<file path="config.mk">
export PLATFORM = sky130hd
export DESIGN_NAME = usg_fifo
export DESIGN_NICKNAME = d
export VERILOG_FILES = /design/src/rtl/usg_pkg.sv /design/src/rtl/usg_fifo.sv
export SDC_FILE = /design/constraint.sdc
export NUM_CORES = 1
export LEC_CHECK = 0
export BUFFER_PORTS_ARGS = -buffer_cell sky130_fd_sc_hd__clkbuf_2
export CELL_PAD_IN_SITES_DETAIL_PLACEMENT = 1
export CELL_PAD_IN_SITES_GLOBAL_PLACEMENT = 1
export CORE_MARGIN = 3
export CORE_UTILIZATION = 35
export DETAILED_ROUTE_END_ITERATION = 10
export HOLD_SLACK_MARGIN = 0.02
export PLACE_DENSITY = 0.76
export SLEW_MARGIN = 10
export SYNTH_ARGS = -nofsm -noshare
export SYNTH_HDL_FRONTEND = slang
export SYNTH_SLANG_ARGS = --single-unit
</file>
<file path="constraint.sdc">
create_clock -name clk -period 3.9 [get_ports clk]
set_clock_uncertainty 0.05 [all_clocks]
set_input_delay 0.585 -clock clk [delete_from_list [all_inputs] [get_ports clk]]
set_output_delay 0.585 -clock clk [all_outputs]
set_load 0.03 [all_outputs]
</file>
<file path="src/rtl/usg_pkg.sv">
// Shared types, constants and arithmetic helpers for the UV sphere generator.
`default_nettype none

package usg_pkg;

  localparam int MAX_STACKS = 32;
  localparam int MAX_SLICES = 1024;
  localparam int DIV_W      = 43;
  localparam int DVSR_W     = 11;
  localparam int NDIV       = 11;
  localparam int Q_DEPTH    = 2;

  localparam logic [31:0] PI_Q30  = 32'd3373259426;
  localparam logic [30:0] Q30_ONE = 31'h4000_0000;

  // floor(v / d) == (v * M) >> SH for every v < 2^30 with M = ceil(2^SH / d)
  localparam logic [31:0] RECIP_M [NDIV] = '{
    32'(((64'd1 << 37) + 64'd109) / 64'd110),
    32'(((64'd1 << 37) + 64'd71)  / 64'd72),
    32'(((64'd1 << 36) + 64'd41)  / 64'd42),
    32'(((64'd1 << 35) + 64'd19)  / 64'd20),
    32'(((64'd1 << 33) + 64'd5)   / 64'd6),
    32'(((64'd1 << 38) + 64'd131) / 64'd132),
    32'(((64'd1 << 37) + 64'd89)  / 64'd90),
    32'(((64'd1 << 36) + 64'd55)  / 64'd56),
    32'(((64'd1 << 35) + 64'd29)  / 64'd30),
    32'(((64'd1 << 34) + 64'd11)  / 64'd12),
    32'(((64'd1 << 31) + 64'd1)   / 64'd2)
  };
  localparam logic [5:0] RECIP_SH [NDIV] = '{
    6'd37, 6'd37, 6'd36, 6'd35, 6'd33, 6'd38, 6'd37, 6'd36, 6'd35, 6'd34, 6'd31
  };
  localparam logic [3:0] SIN_LAST = 4'd4;
  localparam logic [3:0] COS_LAST = 4'd10;

  localparam logic [2:0] REG_RADIUS = 3'd0;
  localparam logic [2:0] REG_SLICES = 3'd1;
  localparam logic [2:0] REG_STACKS = 3'd2;
  localparam logic [2:0] REG_CX     = 3'd3;
  localparam logic [2:0] REG_CY     = 3'd4;
  localparam logic [2:0] REG_CZ     = 3'd5;
  localparam logic [2:0] REG_IBASE  = 3'd6;

  typedef struct packed {
    logic [30:0]        radius;
    logic [10:0]        slices;      // clamped to 1..MAX_SLICES
    logic [5:0]         stacks;      // clamped to 2..MAX_STACKS
    logic signed [31:0] cx;
    logic signed [31:0] cy;
    logic signed [31:0] cz;
    logic [23:0]        index_base;
  } usg_cfg_t;

  function automatic logic [10:0] clamp_slices(input logic [10:0] v);
    logic [10:0] r;
    r = v;
    if (v == 11'd0) r = 11'd1;
    else if (v > 11'(MAX_SLICES)) r = 11'(MAX_SLICES);
    return r;
  endfunction

  function automatic logic [5:0] clamp_stacks(input logic [5:0] v);
    logic [5:0] r;
    r = v;
    if (v < 6'd2) r = 6'd2;
    else if (v > 6'(MAX_STACKS)) r = 6'(MAX_STACKS);
    return r;
  endfunction

  // shift right by 30, magnitude rounded half up
  function automatic logic signed [33:0] rnd30(input logic signed [65:0] v);
    logic [65:0] mag;
    logic [65:0] rs;
    mag = v[65] ? 66'(-v) : 66'(v);
    rs  = (mag + (66'd1 << 29)) >> 30;
    return v[65] ? -$signed(rs[33:0]) : $signed(rs[33:0]);
  endfunction

  function automatic logic [15:0] rnd16(input logic signed [31:0] v);
    logic [31:0] mag;
    logic [31:0] rs;
    mag = v[31] ? 32'(-v) : 32'(v);
    rs  = (mag + 32'h0000_8000) >> 16;
    return v[31] ? 16'(-rs) : rs[15:0];
  endfunction

  function automatic logic [31:0] sat32(input logic signed [34:0] v);
    logic [31:0] r;
    if (v[34:31] == 4'b0000 || v[34:31] == 4'b1111) r = v[31:0];
    else if (v[34]) r = 32'h8000_0000;
    else r = 32'h7FFF_FFFF;
    return r;
  endfunction

endpackage

`default_nettype wire

</file>
<file path="src/rtl/usg_fifo.sv">
// Two-entry queue of slice numbers between the front end and the sequencer.
`default_nettype none

module usg_fifo
  import usg_pkg::*;
(
  input  logic       clk,
  input  logic       rst_n,
  input  logic       push,
  input  logic [9:0] wdata,
  input  logic       pop,
  output logic [9:0] rdata,
  output logic       not_empty,
  output logic       full
);

  logic [9:0] mem [Q_DEPTH];
  logic       wptr_r;
  logic       rptr_r;
  logic [1:0] count_r;
  logic [1:0] count_nxt;

  assign not_empty = (count_r != 2'd0);
  assign full      = (count_r == 2'(Q_DEPTH));
  assign rdata     = mem[rptr_r];

  always_comb begin
    count_nxt = count_r;
    if (push && !pop) count_nxt = count_r + 2'd1;
    else if (pop && !push) count_nxt = count_r - 2'd1;
  end

  always_ff @(posedge clk) begin
    if (!rst_n) begin
      wptr_r  <= 1'b0;
      rptr_r  <= 1'b0;
      count_r <= 2'd0;
    end else begin
      if (push) wptr_r <= ~wptr_r;
      if (pop) rptr_r <= ~rptr_r;
      count_r <= count_nxt;
    end
  end

  always_ff @(posedge clk) begin
    if (push) mem[wptr_r] <= wdata;
  end

endmodule

`default_nettype wire

</file>
==> run_results.csv, run 1 <==
group,metric,value,unit
die,ios,26,
cells_and_area,antennaDiodeCount,0,
sta,slew_headroom,37.3,%
yosys,synth_ff_type,"edfxtp_1",
detailed_routing,firstDrtPassIters,3,
cells_and_area,multi_input_area,230,um^2
setup_path,cp_slowest_cell,"dfxtp_1",
cells_and_area,fin_nets,97,
yosys,async_flop_share,0,%
yosys,synth_fp_nets,68,
yosys,synth_area_leaders,"edfxtp_1, mux2_2, dfxtp_1",
job,cap_viol_max_count,0,
setup_path,r2r_start,"wptr_r",
setup_path,regToRegEndpoint,"mem[0][5]",
cts,cts_tree,"done",
yosys,ys_seq_area_share,74.6,%
yosys,synth_top_area_share,63.9,%
yosys,mappedNetlistArea,940,um^2
sta,final.setup.tns,0,ns
pwr,vdd_drop_max,0.193,mV
cts,cts-buffers-inserted,3,
outcome,status,"finished clean",
pwr,p_leak,0.000445,uW
detailed_routing,ant_nets,0,
global_route,grt_max_degree,16,
cts,clk_pin_slew,0.15,ns
sta,post-route-min-period,2.17,ns
detailed_routing,drc,0,
cells_and_area,n_fill_cell,272,
setup_path,r2r_cells,1,
global_route,gr-total-overflow,0,
setup_path,endpoint_kind,"primary output",
detailed_routing,drt-total-wl,1510,um
yosys,synth_cell_types,16,
sta,finalSetupViolCount,0,
setup_path,arrival,1.53,ns
detailed_routing,wire_per_inst,13.6,um
cells_and_area,layout-drive-gt1-share,50.6,%
sta,holdWs,0.384,ns
setup_path,crit_type,"flip-flop to primary output",
yosys,synth_area_per_cell,17.7,um^2
cts,cts_resized,0,
setup_path,rrSetupSlack,2.40,ns
die,core,2520,um^2
global_route,antenna_found_initial,0,
global_route,grt_use_total,10.2,%
sta,max_freq,0.462,GHz
cts,post_cts_buffers,0,
sta,worstMarginPinSlew,0.938,ns
detailed_routing,vias_per_cell,4.74,
die,fp.dieW,57.8,um
die,std_cell_rows,18,
die,die_h,57.8,um
yosys,synth_most_common_cell,"edfxtp_1",
detailed_routing,drt-initial-drc-count,5,
sta,finalMaxSlewViolations,0,
cells_and_area,area_delta_synth_final,20.0,%
die,fp.dieArea,3340,um^2
cts,clockBufferDepth,2,
cts,ctsHoldBuffers,0,
yosys,synth_edf_count,20,
cts,clk_latency,0.32,ns
sta,post-route-period-util,55.6,%
detailed_routing,vias,526,
hold_path,min_delay_worst_endpoint,"mem[0][9]",
yosys,netlist_instances,53,
setup_path,path_cells,"mux2_2 > clkbuf_2",
global_route,grt_pass1_wl,2460,um
yosys,synth_top_cell_by_area,"edfxtp_1",
sta,rsz0062_at_grt,"false",
setup_path,cp.required,3.26,ns
placed_design,dp_hpwl,1130,um
cts,htree_levels,1,
setup_path,cp_max_fo,10,
pwr,powerDensity,465,nW/um^2
cts,cts_root_buf,"clkbuf_4",
global_route,first_global_vias,574,
setup_path,cpPeakStageDelay,0.62,ns
hold_path,holdPathStages,1,
die,start_util,37.3,%
cells_and_area,regArea,701,um^2
cts,clock-sinks,25,
sta,hold_viol_final,0,
yosys,ys_top_cells_by_count,"edfxtp_1, mux2_2, dfxtp_1",
yosys,yosys_warnings,0,
hold_path,worstHoldStart,"wdata[9]",
placed_design,globalplace.congestion,0.680,
placed_design,io_buffers,25,
yosys,synth_seq_cells,25,
setup_path,start_kind,"flip-flop",
hold_path,hold_class,"input pin to flip-flop",
## how the worst max path moves through the flow
stage | start | end | slack (ns)
after CTS | flip-flop | rdata[1] | 1.69
after detailed placement | push | mem[0][4] | 1.97
after floorplan | push | mem[0][0] | 2.35
after global placement | push | mem[0][8] | 2.05
final | flip-flop | rdata[1] | 1.73
after global routing | flip-flop | rdata[1] | 1.66
## routing by layer
metal	share of wire, %	global-route usage [%]	vias to the layer above
li1	-	-	248
met1	40	11.4	256
met2	52	17.6	19
met3	6.4	2.45	3
met4	2.1	5.96	0
met5	0	0	-
## metrics by stage
| stage | setup slack [ns] | cell area (um^2) | power [uW] | instances | utilization [%] |
|---|---|---|---|---|---|
| 6_report | 1.73 | 1130 | 524 | 111 | 44.7 |
| 5_1_grt | 1.66 | 1130 | 546 | 111 | 44.7 |
| 4_1_cts | 1.69 | 1130 | 531 | 111 | 44.7 |
| 3_5_place_dp | 1.97 | 1100 | 412 | 107 | 43.5 |
| 3_3_place_gp | 2.05 | 1100 | 408 | 107 | 43.5 |
| 2_1_floorplan | 2.35 | 940 | 383 | 53 | - |
## report_power, final
part	total [uW]	switching (uW)	internal (uW)
combinational	87.9	52.2	35.8
clock	120	80.9	39.2
sequential	316	10.0	306
total	524	143	381
## final cells by class
cell class                      instances  area share, %
Multi-Input combinational cell         26           20.4
Sequential cell                        25           62.2
Tap cell                               30           3.33
Timing Repair Buffer                   25           11.1
Clock inverter                          1          0.666
Inverter                                1          0.333
Clock buffer                            3           2.00
## layout by cell type, fill, tap and decap left out
cell        instances
mux2_2             10
xor2_1              2
and2_1              4
clkbuf_2           25
xnor2_1             1
o21ai_0             1
ha_1                1
inv_1               1
o21a_1              1
dfxtp_1             5
a21boi_1            1
nor2b_1             2
clkbuf_4            3
or3_1               1
clkinvlp_4          1
or2_2               1
edfxtp_1           20
and2b_2             1
## flip-flops by register name, indices dropped and copies added (netlist names), named ones only
register and flops:
rptr_r 1, mem 20, count_r 2, wptr_r 1
## critical path: cells and delay by family (launching register included)
kind                   cells  cell delay [ns]
DFF                        1             0.62
muxes                      1             0.40
buffers and inverters      1             0.18
## logic make-up (layout without fill, tap and decap cells)
group	Yosys count	in the layout	synth area share [%]
DFF	25	25	74.6
muxes	10	10	12.0
and+or+nand+nor	9	9	6.26
AOI/OAI and AO/OA	3	3	2.13
xor gates and xnor gates	3	3	2.80
buffers and inverters	2	30	0.931
adders and majority gates	1	1	1.33
(Power assumes the default switching activity.)
==> inputs of run 2 (changes only) <==
Settings changed: PLACE_DENSITY 0.76 to 0.78.
Clock period 3.9 ns to 1.85 ns, I/O delays scaled along.
==> run 2 against run 1 <==
Global-route usage up 0.47 points. Sequential cell count unchanged. Die area unchanged. Total power rose by 110%. Setup slack got worse by 1.6 ns. First-iteration DRC count decreased by 60%. Cell count increased by 0.90%. Wire length increased by 7.2%. Non-clock buffer count up 1. Sequential share of layout area fell by 0.23 points. Via count fell by 2.5%. Combinational power increased by 120%. Critical path type unchanged. Critical endpoint is now rdata[9]. Largest power group unchanged. Highest routed layer unchanged.
==> run_results.csv, run 2 (synthesis gave the netlist of run 1 again) <==
group,metric,value,unit
cells_and_area,reg_top3,"mem x20, count_r x2",
detailed_routing,drc,0,
cells_and_area,antennaDiodeCount,0,
pwr,powerDensity,955,nW/um^2
die,start_util,37.3,%
cts,htree_levels,1,
setup_path,endpoint_kind,"primary output",
sta,rsz0062_at_grt,"false",
sta,finalSetupViolCount,0,
cts,clk_latency,0.30,ns
sta,worstMarginPinSlew,0.490,ns
job,cap_viol_max_count,0,
cells_and_area,instances_no_fill,112,
global_route,grt_max_degree,15,
global_route,antenna_found_initial,0,
die,die_h,57.8,um
detailed_routing,firstDrtPassIters,2,
hold_path,hold_class,"input pin to flip-flop",
detailed_routing,drt-total-wl,1620,um
detailed_routing,vias,513,
detailed_routing,wire_per_inst,14.5,um
sta,max_freq,0.599,GHz
cts,clockBufferDepth,2,
setup_path,crit_type,"flip-flop to primary output",
cells_and_area,n_fill_cell,270,
cells_and_area,final_core_util,44.9,%
cells_and_area,regMostFlops,"mem",
sta,finalMaxSlewViolations,0,
global_route,first_global_vias,570,
placed_design,globalplace.congestion,0.671,
cts,cts_root_buf,"clkbuf_4",
placed_design,io_buffers,25,
sta,holdWs,0.104,ns
detailed_routing,vias_per_cell,4.58,
cts,cts_tree,"done",
cts,clock-sinks,25,
sta,post-route-min-period,1.67,ns
cts,ctsHoldBuffers,0,
cells_and_area,regArea,702,um^2
die,fp.dieArea,3340,um^2
sta,hold_viol_final,0,
die,std_cell_rows,18,
cells_and_area,largest_reg_flops,20,
die,fp.dieW,57.8,um
pwr,vdd_drop_max,0.396,mV
global_route,gr-total-overflow,0,
cells_and_area,layout_common_cells,"clkbuf_2, edfxtp_1, mux2_2",
setup_path,cp.required,1.52,ns
cells_and_area,final_common_cell,"clkbuf_2",
cts,cts_resized,1,
setup_path,start_kind,"flip-flop",
cells_and_area,area_delta_synth_final,20.6,%
detailed_routing,drt-initial-drc-count,2,
sta,post-route-period-util,90.2,%
cts,post_cts_buffers,0,
cts,cts-buffers-inserted,3,
die,ios,26,
detailed_routing,ant_nets,0,
setup_path,arrival,1.34,ns
setup_path,rrSetupSlack,0.64,ns
die,core,2520,um^2
global_route,grt_use_total,10.7,%
cells_and_area,multi_input_area,230,um^2
sta,slew_headroom,67.3,%
pwr,p_leak,0.000454,uW
setup_path,cp_max_fo,10,
sta,final.setup.tns,0,ns
outcome,status,"finished clean",
cells_and_area,layout-drive-gt1-share,52.4,%
placed_design,dp_hpwl,1240,um
cells_and_area,fin_nets,98,
placed_design,place_inst,108,
cts,clk_pin_slew,0.13,ns
global_route,grt_pass1_wl,2600,um
[run 2: worst max-delay path: stages (launching register included)]
cell	delay, ns
dfxtp_2	0.49
mux2_2	0.37
clkbuf_2	0.18
[run 2: routing by layer]
layer  wire length, um  vias to the layer above  track usage, %
met1               646                      242            11.7
met3                89                        2            2.90
met2               862                       17            19.0
met5                 0                        -               0
met4                21                        0            4.97
li1                  -                      252               -
[run 2: cell type report]
cell class | count | share of cell area [%]
clock buffers | 3 | 1.99
multi-input cells | 26 | 20.3
inverters | 1 | 0.331
flip-flops and latches | 25 | 61.9
well taps | 30 | 3.31
clock inverters | 1 | 0.442
repair buffers | 26 | 11.7
[run 2: final timing paths]
path / cells past startpoint / endpoint / startpoint
worst max-delay path: 2 / rdata[9] / flip-flop
worst min-delay path: 1 / mem[0][4] / wdata[4]
worst max register to register: 1 / mem[1][2] / wptr_r
worst min register to register: 2 / count_r[1] / count_r[1]
[run 2: power breakdown]
part / internal (uW) / switching (uW) / total, uW
Sequential: 645 / 22.5 / 667
Combinational: 77.4 / 111 / 189
Clock: 80.5 / 146 / 226
[run 2: metrics by stage]
stage | setup slack [ns] | power [uW] | instance area [um^2]
6_report | 0.181 | 1080 | 1130
5_1_grt | 0.0968 | 1140 | 1130
4_1_cts | 0.147 | 1100 | 1130
3_5_place_dp | 0.353 | 872 | 1100
3_3_place_gp | 0.354 | 863 | 1100
2_1_floorplan | 0.605 | 808 | 940
