`src/rtl/usg_pkg.sv`:
```
// Shared types, constants and arithmetic helpers for the UV sphere generator.
`default_nettype none

package usg_pkg;

  localparam int MAX_STACKS = 32;
  localparam int MAX_SLICES = 1024;
  localparam int DIV_W      = 43;
  localparam int DVSR_W     = 11;
  localparam int NDIV       = 11;
  localparam int Q_DEPTH    = 2;

  localparam logic [31:0] PI_Q30  = 32'd3373259426;
  localparam logic [30:0] Q30_ONE = 31'h4000_0000;

  // floor(v / d) == (v * M) >> SH for every v < 2^30 with M = ceil(2^SH / d)
  localparam logic [31:0] RECIP_M [NDIV] = '{
    32'(((64'd1 << 37) + 64'd109) / 64'd110),
    32'(((64'd1 << 37) + 64'd71)  / 64'd72),
    32'(((64'd1 << 36) + 64'd41)  / 64'd42),
    32'(((64'd1 << 35) + 64'd19)  / 64'd20),
    32'(((64'd1 << 33) + 64'd5)   / 64'd6),
    32'(((64'd1 << 38) + 64'd131) / 64'd132),
    32'(((64'd1 << 37) + 64'd89)  / 64'd90),
    32'(((64'd1 << 36) + 64'd55)  / 64'd56),
    32'(((64'd1 << 35) + 64'd29)  / 64'd30),
    32'(((64'd1 << 34) + 64'd11)  / 64'd12),
    32'(((64'd1 << 31) + 64'd1)   / 64'd2)
  };
  localparam logic [5:0] RECIP_SH [NDIV] = '{
    6'd37, 6'd37, 6'd36, 6'd35, 6'd33, 6'd38, 6'd37, 6'd36, 6'd35, 6'd34, 6'd31
  };
  localparam logic [3:0] SIN_LAST = 4'd4;
  localparam logic [3:0] COS_LAST = 4'd10;

  localparam logic [2:0] REG_RADIUS = 3'd0;
  localparam logic [2:0] REG_SLICES = 3'd1;
  localparam logic [2:0] REG_STACKS = 3'd2;
  localparam logic [2:0] REG_CX     = 3'd3;
  localparam logic [2:0] REG_CY     = 3'd4;
  localparam logic [2:0] REG_CZ     = 3'd5;
  localparam logic [2:0] REG_IBASE  = 3'd6;

  typedef struct packed {
    logic [30:0]        radius;
    logic [10:0]        slices;      // clamped to 1..MAX_SLICES
    logic [5:0]         stacks;      // clamped to 2..MAX_STACKS
    logic signed [31:0] cx;
    logic signed [31:0] cy;
    logic signed [31:0] cz;
    logic [23:0]        index_base;
  } usg_cfg_t;

  function automatic logic [10:0] clamp_slices(input logic [10:0] v);
    logic [10:0] r;
    r = v;
    if (v == 11'd0) r = 11'd1;
    else if (v > 11'(MAX_SLICES)) r = 11'(MAX_SLICES);
    return r;
  endfunction

  function automatic logic [5:0] clamp_stacks(input logic [5:0] v);
    logic [5:0] r;
    r = v;
    if (v < 6'd2) r = 6'd2;
    else if (v > 6'(MAX_STACKS)) r = 6'(MAX_STACKS);
    return r;
  endfunction

  // shift right by 30, magnitude rounded half up
  function automatic logic signed [33:0] rnd30(input logic signed [65:0] v);
    logic [65:0] mag;
    logic [65:0] rs;
    mag = v[65] ? 66'(-v) : 66'(v);
    rs  = (mag + (66'd1 << 29)) >> 30;
    return v[65] ? -$signed(rs[33:0]) : $signed(rs[33:0]);
  endfunction

  function automatic logic [15:0] rnd16(input logic signed [31:0] v);
    logic [31:0] mag;
    logic [31:0] rs;
    mag = v[31] ? 32'(-v) : 32'(v);
    rs  = (mag + 32'h0000_8000) >> 16;
    return v[31] ? 16'(-rs) : rs[15:0];
  endfunction

  function automatic logic [31:0] sat32(input logic signed [34:0] v);
    logic [31:0] r;
    if (v[34:31] == 4'b0000 || v[34:31] == 4'b1111) r = v[31:0];
    else if (v[34]) r = 32'h8000_0000;
    else r = 32'h7FFF_FFFF;
    return r;
  endfunction

endpackage

`default_nettype wire

```
`src/rtl/usg_front.sv`:
```
// Input stage: takes slice requests and drops those outside the slice count.
`default_nettype none

module usg_front
  import usg_pkg::*;
(
  input  logic       in_valid,
  output logic       in_ready,
  input  logic [9:0] in_slice_number,
  input  logic [10:0] slices,
  input  logic       q_full,
  output logic       q_push,
  output logic [9:0] q_data
);

  logic in_range;

  assign in_ready = !q_full;
  assign in_range = ({1'b0, in_slice_number} < slices);
  assign q_push   = in_valid && in_ready && in_range;
  assign q_data   = in_slice_number;

endmodule

`default_nettype wire

```
`config.mk`:
```
export PLATFORM = sky130hd
export DESIGN_NAME = usg_front
export DESIGN_NICKNAME = d
export VERILOG_FILES = /design/src/rtl/usg_pkg.sv /design/src/rtl/usg_front.sv
export SDC_FILE = /design/constraint.sdc
export NUM_CORES = 1
export LEC_CHECK = 0
export ABC_AREA = 1
export BUFFER_PORTS_ARGS = -buffer_cell sky130_fd_sc_hd__buf_2
export CORE_AREA = 2 2 39 41
export DETAILED_ROUTE_END_ITERATION = 8
export DIE_AREA = 0 0 41 43
export GPL_TIMING_DRIVEN = 0
export SLEW_MARGIN = 20
export SYNTH_ARGS = -nofsm -noshare
export SYNTH_HDL_FRONTEND = slang
export SYNTH_SLANG_ARGS = --single-unit
```
`constraint.sdc`:
```
create_clock -name vclk -period 2
set_input_delay 0.4 -clock vclk [all_inputs]
set_output_delay 0.4 -clock vclk [all_outputs]
set_load 0.01 [all_outputs]
```
==> summary.txt, run 1 <==
Route
  – DR vias/cell: 3.750
  – DRT iter0 DRCs: 0
  – Detail Route Antenna Nets: 0
  – Pre-antenna DRT Iters: 1
  – Vias: between 400 and 500
  – DRC: 0
  – WL/cell: 5.845 um
  – Final wirelength: between 600 and 700 um

Global route
  – Tot GR Track Use: ~8.8%
  – Total congestion overflow: 0
  – Initial antenna violation count: 0
  – First-pass GRT wire length: ~1200 um
  – Number of global-route vias before repair: around 350
  – Pin count of the biggest net entering global routing: 4

Floorplan
  – IO Pins: 35
  – Row cnt: 14
  – Starting Density: between 20% and 30%
  – Die Y: roughly 43 um
  – Area of the core: approximately 0.0014 mm^2
  – Die width: 41 um
  – Die area: 0.001763 mm^2

STA
  – Fin. Hold Viols: 0
  – Tcrit/Tclk final: 87.51%
  – Slew headroom: around 93%
  – Fmax: about 570 MHz
  – Final Max Tran Viols: 0
  – RSZ-0062 raised after global routing: false
  – Min cycle time layout: 1750 ps
  – Count of final setup violators: 0
  – Least-Margin Pin Slew: roughly 110 ps
  – Total Neg Setup Slack: 0 ps

Logic synthesis
  – Area share of the largest cell type after synthesis: ~30%
  – Count leader, synth: nand2_1
  – Ys Warns: 0
  – Syn Nets: a little under 100
  – Top post-synthesis cells by area: ha_1 31%, buf_4 20%, nand2_1 17%
  – Syn Inst Count: 65
  – Post-synth top area cell: ha_1
  – Sequential area share after synthesis: 0%
  – Cell Area, Synth: approximately 370 um^2
  – Commonest cells post-synth: 17 x nand2_1, 16 x inv_1, 10 x buf_4, 9 x ha_1, 7 x nor2_1
  – Mapped Avg Cell Area: between 5 and 6 um^2
  – Post-synth cell types: 10

Clocking
  – Cts repair resizes: 0
  – Cts hold-fix bufs: 0
  – Post-CTS Setup Inserts: 0

Finish
  – Register Area: 0 um^2
  – FF+latch count: 0
  – Ant diodes: 0
  – Filler cell count: roughly 160
  – Clock Buffer Count: 0
  – Final net count: roughly 130
  – Share of cells above drive strength 1: approximately 47%
  – P&R area growth vs syn: 52.88%

Outcome
  – Status: finished clean

Pwr
  – Power, Total: around 0.10 mW
  – PD cells: between 150 and 200 mW/mm^2
  – Max IR drop VDD: between 0.06 and 0.07 mV
  – Leakage dissipation: between 0.4 and 0.5 nW

Min path
  – Worst Hold Class: input pin to primary output
  – Worst Hold Depth: 3
  – Endpoint, Worst Hold: in_ready
  – Launch point of the worst hold path: q_full

Critical path
  – Worst Path Arrival: 1350 ps
  – CP startpoint kind: input pin
  – Setup CP Type: input pin to primary output
  – Setup crit end kind: primary output
  – Critical Path RT: around 1600 ps
  – Crit Path Max Fanout: 2

Placed design
  – Gp weighted congestion: around 0.62
  – Post-DP HPWL: approximately 660 um
  – Port buffer count: 35

Run
  – Max_cap viols: 0
## routing by layer
metal  vias up  global-route usage [%]  share of wire (%)
met4         0                       0                  0
met3         0                       0                 11
met5         -                       0                  0
li1        253                       -                  -
met1       160                   11.71                 42
met2        22                   15.94                 47
## cells by family (layout without fill, tap and decap cells)
group / after synthesis / count (layout) / synth area share [%]
compound gates: 3 / 3 / 4.747
fa+ha+maj: 9 / 9 / 30.51
buf+inv: 28 / 63 / 38.64
simple gates: 25 / 25 / 26.10
## power by group
part	total [mW]	switching, mW	internal (mW)
logic	0.103	0.0467	0.0565
clock network	0	0	0
registers	0	0	0
total	0.103	0.0467	0.0565
## how the worst max path moves through the flow
stage	cells after the start	end	slack, ps	start
after detailed placement	7	q_push	230	in_slice_number[2]
after global routing	10	q_push	150	in_slice_number[6]
final	7	q_push	250	in_slice_number[2]
after floorplan	6	q_push	430	slices[2]
after CTS	7	q_push	230	in_slice_number[2]
after global placement	7	q_push	220	in_slice_number[2]
## stage by stage
stage                     instance area (um^2)  util [%]  worst slack (ps)  hold slack [ps]  cells
after floorplan                          369.1         -             432.2            828.1     65
after global placement                   564.3     40.78             224.0             1033    116
after detailed placement                 564.3     40.78             228.7             1033    116
after CTS                                564.3     40.78             227.2             1034    116
after global routing                     564.3     40.78             148.5             1048    116
final                                    564.3     40.78             249.8             1033    116
## layout make-up
type	instances	area, um^2	share of cell area (%)
multi-input combinational	37	226.5	40.13
timing repair buffer	35	175.2	31.04
buffer	10	75.07	13.30
inverter	18	67.56	11.97
tap	16	20.02	3.548
## cells in the final DEF, fill, tap and decap left out, drive strengths merged
| cell | synthesis | final |
|---|---|---|
| a21o | 1 | 1 |
| a21oi | 2 | 2 |
| buf | 10 | 45 |
| clkinv | 1 | 1 |
| ha | 9 | 9 |
| inv | 17 | 17 |
| nand2 | 17 | 17 |
| nor2 | 8 | 8 |
## worst max-delay path, stage by stage
cell    delay (ps)
buf_2          110
ha_1           290
a21o_1         180
nor2_1         100
nor2_1          50
nor2_1          90
buf_2          130
Power figures use the tool's default switching activity.
==> run 2, diff against run 1 <==
--- a/config.mk
+++ b/config.mk
@@ -5,8 +5,7 @@
 export SDC_FILE = /design/constraint.sdc
 export NUM_CORES = 1
 export LEC_CHECK = 0
-export ABC_AREA = 1
-export BUFFER_PORTS_ARGS = -buffer_cell sky130_fd_sc_hd__buf_2
+export BUFFER_PORTS_ARGS = -buffer_cell sky130_fd_sc_hd__buf_4
 export CORE_AREA = 2 2 39 41
 export DETAILED_ROUTE_END_ITERATION = 8
 export DIE_AREA = 0 0 41 43
==> summary.txt, run 2 <==
Critical path
  – Levels on crit path: 6
  – Critical path, cell by cell: buf_4 > ha_1 > and4b_1 > and2_4 > a221oi_2 > buf_4
  – CP top delay family: simple AND/OR/NAND/NOR gates
  – Crit Path Max Fanout: 2
  – CP startpoint kind: input pin
  – Setup CP Type: input pin to primary output
  – WP buf/inv: 2
  – Cell mode on critical path: buf_4
  – Critical path's largest stage delay: 290 ps
  – Setup crit end kind: primary output
  – Worst Path Arrival: about 1600 ps
  – Critical Path RT: 1600 ps
  – Critical Path Slowest Stage Cell: ha_1

Route
  – DR vias/cell: 4.116
  – Final wirelength: between 700 and 800 um
  – DRC: 0
  – WL/cell: 8.232 um
  – Vias: between 300 and 400
  – DRT iter0 DRCs: 0
  – Detail Route Antenna Nets: 0
  – Pre-antenna DRT Iters: 1

Pwr
  – Logic gate share of total power: between 90% and 100%
  – PD cells: between 150 and 200 mW/mm^2
  – Sequential Power Share: 0%
  – Clock network power share: 0%
  – Leakage dissipation: 0.3778 nW
  – Max IR drop VDD: 0.06578 mV
  – Internal power: 0.07792 mW
  – Net Switching: between 0.04 and 0.05 mW
  – Net Sw Frac: a little under two fifths

Logic synthesis
  – Post-synth cell types: 14
  – Area share of the largest cell type after synthesis: 34.48%
  – Synth Area in Compound Gates: around 17%
  – Syn Inst Count: between 40 and 50
  – Cell Area, Synth: approximately 330 um^2
  – Mux contribution to synthesized area: 0%
  – Ys Warns: 0
  – Mapped Avg Cell Area: 7.422 um^2
  – Commonest cells post-synth: 10 x buf_4, 10 x inv_1, 9 x ha_1, 3 x a21oi_1
  – Largest family of logic cells by synthesized area: buffers and inverters
  – Syn Nets: 76
  – Post-synth top area cell: ha_1
  – Adder-cell area share of the yosys netlist: between 30% and 40%
  – Simple-Gate Fraction of Synth Area: 13.79%
  – Sequential area share after synthesis: 0%
  – Top post-synthesis cells by area: ha_1 34%, buf_4 23%, inv_1 11%
  – Post-Synth XOR/XNOR Area: 0%

Finish
  – Share of cells above drive strength 1: approximately 63%
  – Most frequent cells in the layout: 45 x buf_4, 10 x inv_1, 6 x ha_1
  – FF+latch count: 0
  – Final net count: 113
  – Fin util: a little under half
  – P&R area growth vs syn: 98.08%
  – Final Cell Area: 646.9 um^2
  – Ant diodes: 0
  – Clock Buffer Count: 0
  – Commonest non-fill, non-tap cell in the layout: buf_4
  – Register Area: 0 um^2

Floorplan
  – Starting Density: a little under a quarter
  – Die Y: roughly 43 um
  – Die width: 41 um
  – Die area: ~0.0018 mm^2
  – IO Pins: 35
  – Area of the core: between 0.001 and 0.0015 mm^2
  – Row cnt: 14

STA
  – Final Max Tran Viols: 0
  – Total Neg Setup Slack: 0 ps
  – Count of final setup violators: 0
  – Least-Margin Pin Slew: ~290 ps
  – Hold slack: 1053 ps
  – Fmax: a little over 500 MHz
  – Slew headroom: 80.40%
  – Setup WS post-layout: about 48 ps
  – Fin. Hold Viols: 0
  – Tcrit/Tclk final: a little over nine tenths
  – Min cycle time layout: roughly 2000 ps
  – RSZ-0062 raised after global routing: false

Min path
  – Endpoint, Worst Hold: in_ready
  – Worst Hold Class: input pin to primary output
  – Launch point of the worst hold path: q_full
  – Worst Hold Depth: 3

Global route
  – Tot GR Track Use: about 8.4%
  – First-pass GRT wire length: between 1000 and 1500 um
  – Initial antenna violation count: 0
  – Total congestion overflow: 0
  – Pin count of the biggest net entering global routing: 4
  – Number of global-route vias before repair: about 320

Placed design
  – Placed instance area: 609.3 um^2
  – Gp weighted congestion: 0.5793
  – Post-DP HPWL: 728.8 um
  – Place WS: roughly 21 ps
  – Port buffer count: 35

Clocking
  – Cts hold-fix bufs: 0

Outcome
  – Status: finished clean

Run
  – Max_cap viols: 0
-- run 2: power by group through the flow --
stage / Combinational [mW] / Clock [mW] / Sequential (mW)
global placement: 0.115 / 0 / 0
detailed placement: 0.118 / 0 / 0
global route: 0.140 / 0 / 0
CTS: 0.118 / 0 / 0
floorplan: 0.0544 / 0 / 0
finish: 0.123 / 0 / 0
-- run 2: area by class of cell --
cell class	instances	area (um^2)
fillers	148	737.0
repair buffers	35	262.8
multi-input cells	24	251.5
plain buffers	10	75.07
inverters	10	37.54
well taps	16	20.02
-- run 2: kinds of logic (layout without fill, tap and decap cells) --
group                      count (synthesis)  in the layout
AOI/OAI and AO/OA                          8              8
and+or+nand+nor                            7              7
adders and majority gates                  9              9
buffers and inverters                     20             55
-- run 2: metal layers --
metal	track usage, %	part of all wire, %	up-vias
met2	15.00	50	19
met1	10.76	36	164
met5	0	0	-
met3	1.047	14	0
li1	-	-	208
met4	0	0	0
-- run 2: worst max-delay path by stage --
stage / to / startpoint
after detailed placement: q_push / in_slice_number[6]
after CTS: q_push / in_slice_number[6]
after global routing: q_push / in_slice_number[8]
final: q_push / in_slice_number[8]
after floorplan: q_push / slices[8]
after global placement: q_push / in_slice_number[8]
-- run 2: what timing repair did --
action | CTS | global route
endpoints found under the hold margin | 0 | 0
endpoints found under the setup margin | 0 | 1
resized for setup | 0 | 3
setup buffers | 0 | 0
-- run 2: per-stage QoR --
step / power [mW] / instances
after floorplan: 0.05436 / 44
after global placement: 0.1153 / 95
after detailed placement: 0.1177 / 95
after CTS: 0.1184 / 95
after global routing: 0.1395 / 95
final: 0.1233 / 95
==> run 3, diff against run 2 <==
--- a/config.mk
+++ b/config.mk
@@ -5,7 +5,9 @@
 export SDC_FILE = /design/constraint.sdc
 export NUM_CORES = 1
 export LEC_CHECK = 0
+export ABC_AREA = 1
 export BUFFER_PORTS_ARGS = -buffer_cell sky130_fd_sc_hd__buf_4
+export CAP_MARGIN = 25
 export CORE_AREA = 2 2 39 41
 export DETAILED_ROUTE_END_ITERATION = 8
 export DIE_AREA = 0 0 41 43
==> summary.txt, run 3 (synthesis gave the netlist of run 1 again) <==
Route
  – Pre-antenna DRT Iters: 3
  – DR vias/cell: slightly below 4
  – Vias: 447
  – DRT iter0 DRCs: 4
  – Final wirelength: 739 um
  – WL/cell: roughly 6.4 um
  – Detail Route Antenna Nets: 0
  – DRC: 0

STA
  – Least-Margin Pin Slew: approximately 110 ps
  – Setup WS post-layout: roughly 230 ps
  – Min cycle time layout: ~1800 ps
  – RSZ-0062 raised after global routing: false
  – Tcrit/Tclk final: between 80% and 90%
  – Final Max Tran Viols: 0
  – Slew headroom: 92.37%
  – Total Neg Setup Slack: 0 ps
  – Fin. Hold Viols: 0
  – Count of final setup violators: 0
  – Fmax: around 570 MHz
  – Hold slack: ~1000 ps

Pwr
  – PD cells: approximately 190 mW/mm^2
  – Max IR drop VDD: roughly 0.074 mV
  – Power, Total: 0.1235 mW
  – Net Switching: between 0.04 and 0.05 mW
  – Net Sw Frac: approximately two fifths
  – Clock network power share: 0%
  – Sequential Power Share: 0%
  – Logic gate share of total power: 100.0%
  – Leakage dissipation: between 0.4 and 0.5 nW
  – Internal power: between 0.07 and 0.08 mW

Finish
  – Most frequent cells in the layout: 45 x buf_4, 17 x nand2_1, 16 x inv_1
  – Commonest non-fill, non-tap cell in the layout: buf_4
  – Non-Filler Instances: between 100 and 150
  – Final Cell Area: approximately 650 um^2
  – Ant diodes: 0
  – Share of cells above drive strength 1: 47.00%
  – Clock Buffer Count: 0
  – P&R area growth vs syn: 76.61%
  – Final net count: about 130
  – FF+latch count: 0
  – Fin util: a little under half
  – Register Area: 0 um^2
  – Filler cell count: 152

Global route
  – Most used routing layer: met2
  – First-pass GRT wire length: approximately 1100 um
  – Initial antenna violation count: 0
  – Pin count of the biggest net entering global routing: 4
  – Met2 Use GR: between 10% and 20%
  – Number of global-route vias before repair: between 300 and 400
  – M3 GR Usage: 0%
  – Met1 Use GR: just under 10%
  – Total congestion overflow: 0
  – Tot GR Track Use: between 8 and 9%

Critical path
  – Worst Path Arrival: between 1000 and 1500 ps
  – Setup CP Type: input pin to primary output
  – Setup crit end kind: primary output
  – Crit Path Max Fanout: 2
  – Critical Path RT: between 1500 and 2000 ps
  – CP startpoint kind: input pin

Outcome
  – Status: finished clean

Placed design
  – Post-DP HPWL: around 740 um
  – Port buffer count: 35
  – Placed instance area: between 600 and 700 um^2
  – Place WS: ~210 ps
  – Gp weighted congestion: approximately 0.65
  – Placed insts: about 120

Floorplan
  – Die area: about 0.0018 mm^2
  – Row cnt: 14
  – Starting Density: about a quarter
  – Area of the core: between 0.001 and 0.0015 mm^2
  – Die width: about 41 um
  – Die Y: 43 um
  – IO Pins: 35

Clocking
  – Cts hold-fix bufs: 0
  – Post-CTS Setup Inserts: 0
  – Cts repair resizes: 0

Run
  – Max_cap viols: 0

Min path
  – Worst Hold Class: input pin to primary output
run 3: cell types whose count changed in the layout (fill, tap and decap cells not counted), sizes merged, moves of 2 or more:
cell / change
nor2: +7
o21ai: -2
nand2: +15
inv: +7
run 3: layer usage:
layer / vias to the layer above / wire, um
met5: - / 0
met4: 0 / 0
met3: 0 / 85
met2: 22 / 385
met1: 176 / 269
li1: 249 / -
run 3: final cells by class:
cell class                      instances  area, um^2  area share, %
Buffer                                 10       75.07          11.52
Inverter                               18       67.56          10.36
Multi-Input combinational cell         37       226.5          34.74
Tap cell                               16       20.02          3.071
Timing Repair Buffer                   35       262.8          40.31
run 3: critical path, cell delays in order:
cell and delay [ps]:
buf_4 110, ha_1 300, a21o_1 180, nor2_1 110, nor2_1 50, nor2_1 90
buf_4 130
run 3: path summary, 6_finish.rpt:
path | depth (start not counted) | endpoint | startpoint
hold / removal | 3 | in_ready | q_full
setup / recovery | 7 | q_push | in_slice_number[2]
run 3: power by group through the flow:
| stage | Combinational (mW) | Clock [mW] | Sequential [mW] |
|---|---|---|---|
| after global placement | 0.124 | 0 | 0 |
| after CTS | 0.126 | 0 | 0 |
| after global routing | 0.140 | 0 | 0 |
| after floorplan | 0.0619 | 0 | 0 |
| final | 0.123 | 0 | 0 |
| after detailed placement | 0.126 | 0 | 0 |
